==> src/rtl/core/cpcc_pkg.sv <==
package cpcc_pkg;

    // CRC-16/CCITT-FALSE
    localparam logic [15:0] CRC_POLY = 16'h1021;
    localparam logic [15:0] CRC_INIT = 16'hFFFF;

    // Packet layout
    localparam logic [15:0] LEN_NONE      = 16'hFFFF;
    localparam logic [16:0] COUNT_MAX     = 17'h1FFFF;
    localparam logic [16:0] MIN_TOTAL     = 17'd8;
    localparam logic [16:0] HDR_BYTES     = 17'd6;
    localparam logic [16:0] TRAILER_BYTES = 17'd2;

    // Header byte positions
    localparam logic [16:0] POS_APID_HI = 17'd0;
    localparam logic [16:0] POS_APID_LO = 17'd1;
    localparam logic [16:0] POS_LEN_HI  = 17'd4;
    localparam logic [16:0] POS_LEN_LO  = 17'd5;

    // Verdict codes
    typedef enum logic [1:0] {
        ST_OK        = 2'd0,
        ST_TOO_SHORT = 2'd1,
        ST_LEN_ERR   = 2'd2,
        ST_CRC_ERR   = 2'd3
    } t_status;

    // One result item
    typedef struct packed {
        logic [15:0] crc_received;
        logic [15:0] crc_computed;
        logic [16:0] payload_length;
        logic [10:0] apid;
        t_status     status;
    } t_result;

endpackage

==> src/rtl/core/cpcc_crc_byte.sv <==
module cpcc_crc_byte (
    input  logic [15:0] i_crc,
    input  logic [7:0]  i_byte,
    output logic [15:0] o_crc
);
    import cpcc_pkg::*;

    // Bytewise CRC update, MSB first, eight shift steps
    always_comb begin
        logic [15:0] v_crc;
        v_crc = i_crc ^ {i_byte, 8'h00};
        for (int k = 0; k < 8; k++) begin
            if (v_crc[15]) begin
                v_crc = {v_crc[14:0], 1'b0} ^ CRC_POLY;
            end else begin
                v_crc = {v_crc[14:0], 1'b0};
            end
        end
        o_crc = v_crc;
    end

endmodule

==> config.mk <==
export PLATFORM = sky130hd
export DESIGN_NAME = cpcc_crc_byte
export DESIGN_NICKNAME = d
export VERILOG_FILES = /design/src/rtl/core/cpcc_pkg.sv /design/src/rtl/core/cpcc_crc_byte.sv
export SDC_FILE = /design/constraint.sdc
export NUM_CORES = 1
export LEC_CHECK = 0
export BUFFER_PORTS_ARGS = -buffer_cell sky130_fd_sc_hd__buf_2
export CAP_MARGIN = 20
export CORE_AREA = 2 2 39 41
export DETAILED_ROUTE_END_ITERATION = 10
export DIE_AREA = 0 0 41 43
export PLACE_DENSITY_LB_ADDON = 0.2
export SYNTH_ARGS = -nofsm -noshare
export SYNTH_HDL_FRONTEND = slang
export SYNTH_SLANG_ARGS = --single-unit
==> constraint.sdc <==
create_clock -name vclk -period 2.1
set_input_delay 0.21 -clock vclk [all_inputs]
set_output_delay 0.21 -clock vclk [all_outputs]
set_load 0.01 [all_outputs]
==> summary.md <==
| Metric | Value |
|---|---|
| Maximum VDD drop | 209 uV |
| Highest clock rate | 689 MHz |
| XOR/XNOR share of the synthesized area | 99.1% |
| Total of buffers placed on input and output ports | 40 |
| Most frequently used cell type in the post-synthesis netlist | xnor2_1 |
| Multiplexer area fraction after synthesis | 0% |
| Clock Buffer Count | 0 |
| Total setup buffers inserted after CTS | 0 |
| Hold violation total from the final report | 0 |
| Worst slack at placement | 0.634 ns |
| Pin count of the biggest net entering global routing | 6 |
| Least setup slack across all paths after layout | 0.649 ns |
| Arrival time at the worst endpoint | 1.24 ns |
| Library cells used by synthesis | 9 |
| Main area contributors after synthesis | xnor3_1 (23%), xnor2_1 (18%), xor3_4 (14%), xnor2_2 (12%), xor3_1 (12%) |
| Synthesized netlist cell count | 25 |
| Die Width | 41 um |
| Leading post-synthesis cells by instance count | xnor2_1 (8), xnor3_1 (4), xnor2_2 (3), xor2_1 (3) |
| P&R area growth vs syn | 55.7% |
| Global-route usage over all layers | 8.30% |
| Number of max-cap violations | 0 |
| Worst Max-Slew Pin Slew | 0.378 ns |
| Critical path start-end classification | input pin to primary output |
| Type of destination of the critical path | primary output |
| Simple-Gate Fraction of Synth Area | 0% |
| Max Transition Viols Final | 0 |
| Site row count | 14 |
| Post-Route Setup TNS | 0 ns |
| Number of antenna diodes | 0 |
| Power density over the cells | 458 mW/mm2 |
| Number of top-level design ports | 40 |
| Result of the run | completed |
| Average size of a mapped cell | 15.8 um2 |
| Hold slack | 0.688 ns |
| Post_cts resized | 0 |
| Total of endpoints with negative setup slack in the final report | 0 |
| Initial antenna violation count | 0 |
| Core box area | 0.00138 mm2 |
| Footprint of the flip-flops and latches | 0 um2 |
| Instance count after placement with tap cells included | 81 |
| Number of sequential storage elements | 0 |
| Share of layout cells above drive strength 1 | 72.3% |
| Height of the chip | 43 um |
| Worst slew slack as a fraction of its limit | 74.6% |
| Crit-path max FO | 5 |
| Leak pwr | 0.367 nW |
| Total Nets Final | 91 |
| Startpoint class of the critical path | input pin |
| Data required time of the worst path | 1.89 ns |
| Post-DR vias/cell | 3.94 |
| Top cell type's share of synthesized area | 22.8% |
| ANT nets after route | 0 |
| Via count of the first global-routing pass | 292 |
| Compound-Gate Fraction of Synth Area | 0% |
| Syn. warnings | 0 |
| DR WL/cell | 8.52 um |
| Adder and majority cell fraction of the synthesized area | 0% |
| GP Congestion | 0.614 |
| Cell area after synthesis | 395 um2 |
| Non-filler cells in the finished layout | 81 |
| Proportion of synthesized chip area in sequential cells | 0% |
| Overall via count from detail_route | 319 |
| Count of hold buffers inserted by post-cts repair | 0 |
| Time the final worst path needs with I/O delays and setup | 1.45 ns |
| DRC violations left | 0 |
| Wire length of the first global-routing pass | 1.12 mm |
| Min-Delay Path Class | input pin to primary output |
| 1st-iter DRT viols | 0 |
| Total Wirelength | 690 um |
| Starting density of the core | 28.6% |
| Post-Syn Nets | 49 |
| Final global-route overflow total | 0 |
| Die area | 0.00176 mm2 |
| Number of optimization iterations in the first detailed-route pass | 1 |
| Cell taking the most area after synthesis | xnor3_1 |
| Portion of the clock cycle consumed by the worst path in the final layout | 69.1% |
| Unrepaired setup endpoints after global routing | false |
| Dominant combinational cell family by area after synthesis | XOR/XNOR gates |
==> worst paths after layout <==
| path | startpoint | to | slack, ns | cells after the start |
|---|---|---|---|---|
| worst min-delay path | i_crc[2] | o_crc[10] | 0.69 | 3 |
| worst max-delay path | i_byte[5] | o_crc[6] | 0.65 | 4 |
==> kinds of logic after synthesis <==
family                 Yosys count
XOR/XNOR                        24
buffers and inverters            1
==> routing by layer <==
layer | share of wire, % | global-route usage, %
met1 | 41 | 13.5
met2 | 46 | 12.8
met3 | 13 | 0
met4 | 0 | 0
met5 | 0 | 0
==> power breakdown <==
part           switching, mW  internal (mW)
Combinational          0.114          0.168
Sequential                 0              0
Clock                      0              0
Total                  0.114          0.168
==> cell type report <==
class	count	area (um2)
fillers	140	768
inverters	1	3.75
repair buffers	40	200
well taps	16	20.0
multi-input cells	24	392
==> layout by cell type, fill, tap and decap left out, drive strengths merged <==
cell / instances
xnor3: 5
buf: 40
inv: 1
xor2: 3
xnor2: 12
xor3: 4
==> stage by stage <==
stage	instance area [um2]	util [%]	total power, mW
floorplan	395	-	0.186
global placement	616	44.5	0.285
detailed placement	616	44.5	0.285
CTS	616	44.5	0.287
global route	616	44.5	0.306
finish	616	44.5	0.282
==> critical path: stages <==
cell and delay (ns):
buf_2 0.11, xnor2_2 0.31, xnor3_1 0.46, buf_2 0.15
(Power assumes the default switching activity.)
